## config.mk

```make
export PLATFORM = sky130hd
export DESIGN_NAME = compass_heading_trimmed_mean_core
export DESIGN_NICKNAME = d
export VERILOG_FILES = /design/src/sv/chtm_pkg.sv /design/src/sv/chtm_cordic.sv /design/src/sv/chtm_window.sv /design/src/sv/compass_heading_trimmed_mean_core.sv
export SDC_FILE = /design/constraint.sdc
export NUM_CORES = 1
export LEC_CHECK = 0
export BUFFER_PORTS_ARGS = -buffer_cell sky130_fd_sc_hd__buf_2
export CAP_MARGIN = 30
export CELL_PAD_IN_SITES_DETAIL_PLACEMENT = 0
export CELL_PAD_IN_SITES_GLOBAL_PLACEMENT = 1
export CORE_ASPECT_RATIO = 1.2
export CORE_UTILIZATION = 40
export CTS_CLUSTER_SIZE = 10
export DETAILED_ROUTE_END_ITERATION = 8
export PLACE_DENSITY_LB_ADDON = 0.3
export SYNTH_ARGS = -nofsm -noshare
export SYNTH_HDL_FRONTEND = slang
export SYNTH_HIERARCHICAL = 1
export SYNTH_SLANG_ARGS = --single-unit
```

## constraint.sdc

```tcl
create_clock -name clk_i -period 6.6 [get_ports clk_i]
set_clock_uncertainty 0.1 [all_clocks]
set_input_delay 0.99 -clock clk_i [delete_from_list [all_inputs] [get_ports clk_i]]
set_output_delay 0.99 -clock clk_i [all_outputs]
set_load 0.05 [all_outputs]
```

## src/sv/chtm_pkg.sv

```systemverilog
package chtm_pkg;

  localparam int unsigned TblBits  = 20;
  localparam int unsigned TblLen   = 24;
  localparam int unsigned Prescale = 8;
  localparam int unsigned AngW     = 30;
  localparam int unsigned VecW     = 28;

  localparam logic [AngW-1:0] Deg180 = AngW'(180) << TblBits;
  localparam logic [AngW-1:0] Deg360 = AngW'(360) << TblBits;

  function automatic logic [AngW-1:0] atan_lookup(input logic [4:0] idx);
    logic [AngW-1:0] r;
    case (idx)
      5'd0:  r = AngW'(47185920);
      5'd1:  r = AngW'(27855475);
      5'd2:  r = AngW'(14718068);
      5'd3:  r = AngW'(7471121);
      5'd4:  r = AngW'(3750058);
      5'd5:  r = AngW'(1876857);
      5'd6:  r = AngW'(938658);
      5'd7:  r = AngW'(469357);
      5'd8:  r = AngW'(234682);
      5'd9:  r = AngW'(117342);
      5'd10: r = AngW'(58671);
      5'd11: r = AngW'(29335);
      5'd12: r = AngW'(14668);
      5'd13: r = AngW'(7334);
      5'd14: r = AngW'(3667);
      5'd15: r = AngW'(1833);
      5'd16: r = AngW'(917);
      5'd17: r = AngW'(458);
      5'd18: r = AngW'(229);
      5'd19: r = AngW'(115);
      5'd20: r = AngW'(57);
      5'd21: r = AngW'(29);
      5'd22: r = AngW'(14);
      5'd23: r = AngW'(7);
      default: r = '0;
    endcase
    return r;
  endfunction

endpackage

```

## src/sv/chtm_cordic.sv

```systemverilog
module chtm_cordic
  import chtm_pkg::*;
#(
  parameter int unsigned Steps    = 16,
  parameter int unsigned FracBits = 6
) (
  input  logic                        clk_i,
  input  logic                        rst_ni,
  input  logic                        start_i,
  input  logic signed [15:0]          x_i,
  input  logic signed [15:0]          y_i,
  output logic                        done_o,
  output logic [FracBits+8:0]         heading_o
);

  localparam int unsigned RunSteps = (Steps < TblLen) ? Steps : TblLen;
  localparam int unsigned Shift    = TblBits - FracBits;
  localparam int unsigned HW       = FracBits + 9;
  localparam logic [HW-1:0] Full   = HW'(360) << FracBits;

  typedef enum logic [1:0] {IDLE, ITER, FINISH} state_e;

  state_e state_q;
  logic [4:0] step_q;
  logic signed [VecW-1:0] x_q, y_q;
  logic [AngW-1:0] z_q;
  logic zero_q;
  logic [HW-1:0] heading_q;
  logic done_q;

  logic signed [VecW-1:0] dx, dy, x0, y0;
  logic [AngW-1:0] zw, zr;
  logic [HW:0] hr;

  assign dx = y_q >>> step_q;
  assign dy = x_q >>> step_q;
  assign x0 = VecW'(x_i) <<< Prescale;
  assign y0 = VecW'(y_i) <<< Prescale;

  always_comb begin
    zw = z_q;
    if (zw[AngW-1]) begin
      zw = zw + Deg360;
    end else if (zw >= Deg360) begin
      zw = zw - Deg360;
    end
    zr = zw + (AngW'(1) << (Shift - 1));
    hr = (HW+1)'(zr >> Shift);
    if (hr >= {1'b0, Full}) begin
      hr = hr - {1'b0, Full};
    end
  end

  always_ff @(posedge clk_i or negedge rst_ni) begin
    if (!rst_ni) begin
      state_q <= IDLE;
      step_q  <= '0;
      done_q  <= 1'b0;
    end else begin
      done_q <= 1'b0;
      unique case (state_q)
        IDLE: begin
          if (start_i) begin
            step_q  <= '0;
            zero_q  <= (x_i == 16'sd0) && (y_i == 16'sd0);
            if (x_i < 0) begin
              x_q <= -x0;
              y_q <= -y0;
              z_q <= Deg180;
            end else begin
              x_q <= x0;
              y_q <= y0;
              z_q <= '0;
            end
            state_q <= ITER;
          end
        end
        ITER: begin
          if (!y_q[VecW-1]) begin
            x_q <= x_q + dx;
            y_q <= y_q - dy;
            z_q <= z_q + atan_lookup(step_q);
          end else begin
            x_q <= x_q - dx;
            y_q <= y_q + dy;
            z_q <= z_q - atan_lookup(step_q);
          end
          step_q <= step_q + 5'd1;
          if (step_q == 5'(RunSteps - 1)) begin
            state_q <= FINISH;
          end
        end
        FINISH: begin
          heading_q <= zero_q ? '0 : hr[HW-1:0];
          done_q    <= 1'b1;
          state_q   <= IDLE;
        end
        default: state_q <= IDLE;
      endcase
    end
  end

  assign done_o    = done_q;
  assign heading_o = heading_q;

  a_done_pulse: assert property (@(posedge clk_i) disable iff (!rst_ni)
    done_q |=> !done_q) else $error("done held");
  a_range: assert property (@(posedge clk_i) disable iff (!rst_ni)
    done_q |-> heading_q < Full) else $error("heading out of range");
  a_step: assert property (@(posedge clk_i) disable iff (!rst_ni)
    state_q == ITER |-> step_q < 5'(RunSteps)) else $error("step overrun");

endmodule

```

## src/sv/chtm_window.sv

```systemverilog
module chtm_window
  import chtm_pkg::*;
#(
  parameter int unsigned Window   = 5,
  parameter int unsigned FracBits = 6
) (
  input  logic                  clk_i,
  input  logic                  rst_ni,
  input  logic                  start_i,
  input  logic [FracBits+8:0]   value_i,
  output logic                  done_o,
  output logic                  avg_valid_o,
  output logic [8:0]            avg_o
);

  localparam int unsigned HW = FracBits + 9;
  localparam int unsigned IW = $clog2(Window);
  localparam int unsigned CW = $clog2(Window + 1);
  localparam int unsigned SW = HW + CW;
  localparam int unsigned BW = $clog2(SW);

  typedef enum logic [2:0] {IDLE, MINMAX, SUM, DIV, OUT} state_e;

  state_e state_q;
  logic [HW-1:0] win_q [Window];
  logic [CW-1:0] fill_q;
  logic [IW-1:0] idx_q;
  logic [HW-1:0] mn_q, mx_q;
  logic [SW-1:0] sum_q, rem_q;
  logic [CW-1:0] cnt_q;
  logic [SW-1:0] quo_q;
  logic [BW-1:0] bit_q;
  logic done_q, valid_q;
  logic [8:0] avg_q;
  logic [HW-1:0] cur;
  logic [SW:0] trial;
  logic [SW-1:0] rem_sh;

  assign cur    = win_q[idx_q];
  assign rem_sh = rem_q;
  assign trial  = {1'b0, rem_sh} - ((SW+1)'(cnt_q) << bit_q);

  always_ff @(posedge clk_i or negedge rst_ni) begin
    if (!rst_ni) begin
      state_q <= IDLE;
      fill_q  <= '0;
      done_q  <= 1'b0;
      valid_q <= 1'b0;
      avg_q   <= '0;
    end else begin
      done_q <= 1'b0;
      unique case (state_q)
        IDLE: begin
          if (start_i) begin
            win_q[fill_q[IW-1:0]] <= value_i;
            if (fill_q == CW'(Window - 1)) begin
              fill_q  <= '0;
              idx_q   <= '0;
              mn_q    <= '1;
              mx_q    <= '0;
              state_q <= MINMAX;
            end else begin
              fill_q  <= fill_q + CW'(1);
              valid_q <= 1'b0;
              avg_q   <= '0;
              done_q  <= 1'b1;
            end
          end
        end
        MINMAX: begin
          if (cur < mn_q) mn_q <= cur;
          if (cur > mx_q) mx_q <= cur;
          if (idx_q == IW'(Window - 1)) begin
            idx_q   <= '0;
            sum_q   <= '0;
            cnt_q   <= '0;
            state_q <= SUM;
          end else begin
            idx_q <= idx_q + IW'(1);
          end
        end
        SUM: begin
          if (cur != mn_q && cur != mx_q) begin
            sum_q <= sum_q + SW'(cur);
            cnt_q <= cnt_q + CW'(1);
          end
          if (idx_q == IW'(Window - 1)) begin
            state_q <= DIV;
            bit_q   <= BW'(HW);
            quo_q   <= '0;
          end else begin
            idx_q <= idx_q + IW'(1);
          end
        end
        DIV: begin
          if (cnt_q == '0) begin
            quo_q   <= SW'((({1'b0, mn_q}) + ({1'b0, mx_q})) >> 1);
            state_q <= OUT;
          end else begin
            if (bit_q == BW'(HW)) begin
              rem_q <= sum_q;
            end
            if (bit_q == BW'(HW) ? 1'b0 : !trial[SW]) begin
              rem_q        <= trial[SW-1:0];
              quo_q[bit_q] <= 1'b1;
            end
            if (bit_q == '0) begin
              state_q <= OUT;
            end else if (bit_q == BW'(HW)) begin
              bit_q <= BW'(HW - 1);
            end else begin
              bit_q <= bit_q - 1'b1;
            end
          end
        end
        OUT: begin
          avg_q   <= 9'(quo_q >> FracBits);
          valid_q <= 1'b1;
          done_q  <= 1'b1;
          state_q <= IDLE;
        end
        default: state_q <= IDLE;
      endcase
    end
  end

  assign done_o      = done_q;
  assign avg_valid_o = valid_q;
  assign avg_o       = avg_q;

  a_fill: assert property (@(posedge clk_i) disable iff (!rst_ni)
    fill_q < CW'(Window)) else $error("fill overrun");
  a_zero: assert property (@(posedge clk_i) disable iff (!rst_ni)
    done_q && !valid_q |-> avg_q == '0) else $error("avg not cleared");
  a_pulse: assert property (@(posedge clk_i) disable iff (!rst_ni)
    done_q |=> !done_q) else $error("done held");

endmodule

```

## src/sv/compass_heading_trimmed_mean_core.sv

```systemverilog
// Compass heading core with a trimmed-mean window.
// Input channel: in_valid_i / in_stall_o carry one word of mag_x_i and mag_y_i.
// Output channel: out_valid_o / out_stall_i carry one result word per input:
// heading_o (degrees * 2^ANGLE_FRAC_BITS), sector_o, average_valid_o and
// average_degrees_o.
// Each word runs a CORDIC of min(CORDIC_STEPS, 24) iterations in one shared
// add/shift unit, plus a setup step and a rounding step.
// Every WINDOW_SIZE-th word then adds a window pass: a min/max scan, a sum of
// the headings other than the minimum and maximum, and a restoring divide.
// One word is in work at a time: the next word is taken only after the
// current one has finished its window step.
// The result waits in an output register while the next word is processed.
// The input is stalled while a word is in work, and a word whose heading is
// ready while the receiver still holds the previous result waits before its
// window step.
// Reset clears the control state and the window fill count; stored headings
// are only read after being written in the current window.
module compass_heading_trimmed_mean_core
  import chtm_pkg::*;
#(
  parameter int unsigned WINDOW_SIZE     = 5,
  parameter int unsigned ANGLE_FRAC_BITS = 6,
  parameter int unsigned CORDIC_STEPS    = 16
) (
  input  logic                         clk_i,
  input  logic                         rst_ni,
  input  logic                         in_valid_i,
  output logic                         in_stall_o,
  input  logic signed [15:0]           mag_x_i,
  input  logic signed [15:0]           mag_y_i,
  output logic                         out_valid_o,
  input  logic                         out_stall_i,
  output logic [ANGLE_FRAC_BITS+8:0]   heading_o,
  output logic [2:0]                   sector_o,
  output logic                         average_valid_o,
  output logic [8:0]                   average_degrees_o
);

  localparam int unsigned HW = ANGLE_FRAC_BITS + 9;
  localparam logic [HW-1:0] Sect45 = HW'(45) << ANGLE_FRAC_BITS;

  logic busy_q, out_valid_q, pend_q;
  logic cordic_done, win_done, win_valid;
  logic [HW-1:0] hdg, heading_q;
  logic [8:0] win_avg, avg_q;
  logic avg_valid_q;
  logic [2:0] sector_q, sect;
  logic accept, out_free, win_start;

  assign accept     = in_valid_i && !in_stall_o;
  assign in_stall_o = busy_q;
  assign out_free   = !out_valid_q || !out_stall_i;
  assign win_start  = (cordic_done || pend_q) && out_free;

  always_comb begin
    sect = 3'd7;
    for (int k = 7; k >= 1; k--) begin
      if (hdg < HW'(k) * Sect45) sect = 3'(k - 1);
    end
  end

  chtm_cordic #(.Steps(CORDIC_STEPS), .FracBits(ANGLE_FRAC_BITS)) u_cordic (
    .clk_i, .rst_ni, .start_i(accept), .x_i(mag_x_i), .y_i(mag_y_i),
    .done_o(cordic_done), .heading_o(hdg)
  );

  chtm_window #(.Window(WINDOW_SIZE), .FracBits(ANGLE_FRAC_BITS)) u_window (
    .clk_i, .rst_ni, .start_i(win_start), .value_i(hdg),
    .done_o(win_done), .avg_valid_o(win_valid), .avg_o(win_avg)
  );

  always_ff @(posedge clk_i or negedge rst_ni) begin
    if (!rst_ni) begin
      busy_q      <= 1'b0;
      out_valid_q <= 1'b0;
      pend_q      <= 1'b0;
    end else begin
      if (win_start) begin
        pend_q <= 1'b0;
      end else if (cordic_done) begin
        pend_q <= 1'b1;
      end
      if (win_done) begin
        out_valid_q <= 1'b1;
        busy_q      <= 1'b0;
        heading_q   <= hdg;
        sector_q    <= sect;
        avg_valid_q <= win_valid;
        avg_q       <= win_avg;
      end else begin
        if (accept) busy_q <= 1'b1;
        if (out_valid_q && !out_stall_i) out_valid_q <= 1'b0;
      end
    end
  end

  assign out_valid_o       = out_valid_q;
  assign heading_o         = heading_q;
  assign sector_o          = sector_q;
  assign average_valid_o   = avg_valid_q;
  assign average_degrees_o = avg_q;

  a_no_overwrite: assert property (@(posedge clk_i) disable iff (!rst_ni)
    win_done |-> !out_valid_q) else $error("result overwritten");
  a_no_accept: assert property (@(posedge clk_i) disable iff (!rst_ni)
    busy_q |-> !accept) else $error("accept while busy");
  a_sector: assert property (@(posedge clk_i) disable iff (!rst_ni)
    out_valid_q |-> sector_q <= 3'd7 && heading_q < HW'(360) << ANGLE_FRAC_BITS)
    else $error("bad result");

endmodule

```

==> flow_summary_export.csv <==
group,metric,value,unit
run_status,status,"complete, no violations",
synthesis,ys_warn_count,6,
cts,cts_tree,"built",
synthesis,synth.net_count,2946,
sta,maxSlewViolCount,0,
route,routed_wl,77600,µm
cts,cts_resized,0,
min_path,holdPathStages,0,
cts,root_buffer,"clkbuf_16",
cts,cts_setup_buffers,0,
sta,min_period,6.18,ns
place,gp_congestion,0.979,
finish,drive_gt1_share,10.9,%
sta,max_freq,162,MHz
worst_setup_path,setup.worst_path.class,"reg2reg",
sta,rsz0062_at_grt,"false",
floorplanning,io_pins,66,
cts,cts.sinks,322,
route,vias,21497,
finish,fin_nets,2993,
finish,insertedDiodeCount,0,
floorplanning,die_w,237,µm
floorplanning,die_y,285,µm
worst_setup_path,r2r-end,"u_cordic/y_q[27]$_DFFE_PP_",
worst_setup_path,arrival,6.37,ns
cts,clk_pin_slew_worst_paths,0.06,ns
worst_setup_path,startpoint_type,"flop",
finish,layout_commonest_cell,"edfxtp_1",
worst_setup_path,worstPathCellList,"buf_4 > mux4_1 > mux2i_1 > o21ai_0 > a211oi_1 > buf_4 > nand3_2 > nor3b_2 > and3_1 > nor2_1 > xnor2_1 > ha_1 > nand4_1 > o22ai_1 > a211oi_1 > a21oi_1 > nor2_1 > a31oi_1 > a221o_1 > o41ai_1 > xnor2_1 > o21ai_1",
worst_setup_path,path_depth,22,
synthesis,ys.flop_type,"edfxtp_1",
worst_setup_path,crit_family,"compound AO/OA/AOI/OAI gates",
synthesis,syn_area_per_cell,9.81,µm²
sta,fin_crit_sh,93.7,%
synthesis,netlist.top_cell.by_area,"edfxtp_1",
place,io_buffer_count,65,
worst_setup_path,regToRegStartpoint,"u_cordic/step_q[1]$_DFFE_PN0P_",
floorplanning,core,0.0659,mm²
cts,cts_hold_buffers,0,
route,antenna_left,0,
finish,fin_area,0.0292,mm²
grt,grt_pass1_wl,121000,µm
place,hpwlAfterDp,59100,µm
cts,numCtsBuffers,41,
floorplanning,start_util,40.4,%
synthesis,ys_ff_latch,322,
route,vias_per_cell,5.85,
floorplanning,num_rows,103,
synthesis,netlist.area_leader.share,32.8,%
cts,clock_latency,0.58,ns
synthesis,synth-async-reset-ratio,8.70,%
synthesis,synth_area,0.0266,mm²
synthesis,synth-seq-area-share,35.7,%
worst_setup_path,crit_fanout,26,
synthesis,synth_cell_types,106,
sta,worstMarginPinSlew,1.01,ns
grt,grt_usage,22.8,%
grt,antenna_found_initial,0,
worst_setup_path,worst-path-buf-inv,2,
min_path,hold_end,"average_degrees_o[8]$_DFFE_PP_",
grt,grt_remaining_overflow,0,
sta,maxSlewHeadroom,32.5,%
sta,fin_setup_tns,0,ns
place,placed_cell_area,0.0280,mm²
job,drv_cap,0,
cts,cts_max_path_buffers,3,
floorplanning,die_area,0.0676,mm²
finish,area_growth_syn_to_layout,9.85,%
grt,grt_max_degree,63,
worst_setup_path,cp_data_required_time,6.79,ns
min_path,worstHoldPathType,"reg2reg",
route,drc,0,
synthesis,post_synth_inst_count,2712,
synthesis,synth-edff-count,291,
grt,first_global_vias,21493,
worst_setup_path,cpPeakStageDelay,0.64,ns
worst_setup_path,rr_worst_depth,22,
synthesis,synthTopCellsByArea,"edfxtp_1 33%, ha_1 9.1%, xnor2_1 4.2%, mux4_2 4.1%, nor2_1 3.5%",
finish,layout_common_cells,"291 x edfxtp_1, 248 x nor2_1, 243 x nand2_1, 193 x ha_1, 181 x a21oi_1",
worst_setup_path,r2r_slack,0.42,ns
sta,setup_viol,0,
route,first_pass_iters,7,
route,drt_iter0_markers,1370,
sta,hold_viol,0,
route,wl_per_cell,21.1,µm
min_path,worstHoldStart,"u_window/avg_o[8]$_DFFE_PN0P_",
cts,htree_levels,2,
worst_setup_path,critPathCaptureType,"flop",
worst_setup_path,cpMaxStageDelayCell,"dfrtp_4",
[worst max-delay path by stage]
stage,start,to
after floorplan,in_valid_i,u_cordic/x_q[0]$_SDFFCE_PN0P_
after global placement,u_cordic/step_q[0]$_DFFE_PN0P_,u_cordic/y_q[26]$_DFFE_PP_
after detailed placement,u_cordic/step_q[0]$_DFFE_PN0P_,u_cordic/y_q[27]$_DFFE_PP_
after CTS,u_cordic/step_q[0]$_DFFE_PN0P_,u_cordic/y_q[27]$_DFFE_PP_
after global routing,u_cordic/step_q[1]$_DFFE_PN0P_,u_cordic/y_q[27]$_DFFE_PP_
final,u_cordic/step_q[1]$_DFFE_PN0P_,u_cordic/y_q[27]$_DFFE_PP_
[cells by family (layout without fill, tap and decap cells)]
logic type	after synthesis	after routing	share of synthesized area, %
AO/OA/AOI/OAI	712	712	17.6
buffers and inverters	254	325	4.54
XOR/XNOR	214	214	7.04
adder cells (fa/ha/maj)	198	198	9.45
AND/OR/NAND/NOR	835	835	15.1
flip-flops	322	322	35.7
multiplexers	177	177	10.6
[cells in the mapped netlist, types with 24 or more instances]
cell type  instances
a31oi_1           38
nor2_1           249
o21ai_0          143
mux2i_1           68
nor2b_1           33
a21oi_1          181
a211oi_1          43
a21o_1            65
nand2b_1          37
inv_1            127
xnor2_1          128
ha_1             193
dfrtp_1           28
clkbuf_1          77
mux2_2            30
xor2_1            86
mux4_2            48
o21a_1            32
mux4_1            24
edfxtp_1         291
nand2_1          243
nand3_1           54
nor3_1            66
[area by class of cell]
cell class,count,area [µm²]
Sequential cell,322,9510
Fill cell,6334,36600
Inverter,129,484
Multi-Input combinational cell,2136,16000
Timing Repair Buffer,129,876
Clock buffer,56,1090
Tap cell,892,1120
Clock inverter,11,181
[through the flow]
step	util, %	std cells	hold WS, ns	worst slack, ns
floorplan	-	2712	0.308	1.07
detailed placement	42.5	3608	0.349	0.424
finish	44.4	3675	0.351	0.419
global placement	42.4	3606	0.345	0.472
CTS	44.4	3675	0.357	0.395
global route	44.4	3675	0.368	0.0274
[worst reg2reg max path, delay by kind of cell (launching register included)]
family                   cells  cell delay [ns]
AO/OA/AOI/OAI                9             2.01
XOR/XNOR                     2             0.38
adder cells (fa/ha/maj)      1             0.33
buffers and inverters        2             0.51
flip-flops                   1             0.64
multiplexers                 2             0.95
AND/OR/NAND/NOR              6             1.00
[routing by layer]
layer,part of all wire (%),vias to the layer above,GRT usage (%)
li1,-,10253,-
met1,40,10521,27.2
met2,51,570,41.2
met3,4.1,153,2.59
met4,4.2,0,9.34
met5,0,-,0
[flip-flops by register name, indices dropped and copies added (netlist names), 9 cells and up, named ones only]
| name | count |
|---|---|
| u_cordic/z_q | 30 |
| average_degrees_o | 9 |
| u_window/mn_q | 15 |
| u_cordic/heading_o | 15 |
| u_window/avg_o | 9 |
| u_window/quo_q | 9 |
| u_window/mx_q | 15 |
| u_cordic/y_q | 28 |
| u_window/rem_q | 18 |
| u_window/win_q | 75 |
| u_cordic/x_q | 28 |
| u_window/sum_q | 18 |
| heading_o | 15 |
Power is left out: the tool's default activity adds up to more than one toggle a clock period on the data nets, which glitch-free logic cannot reach.
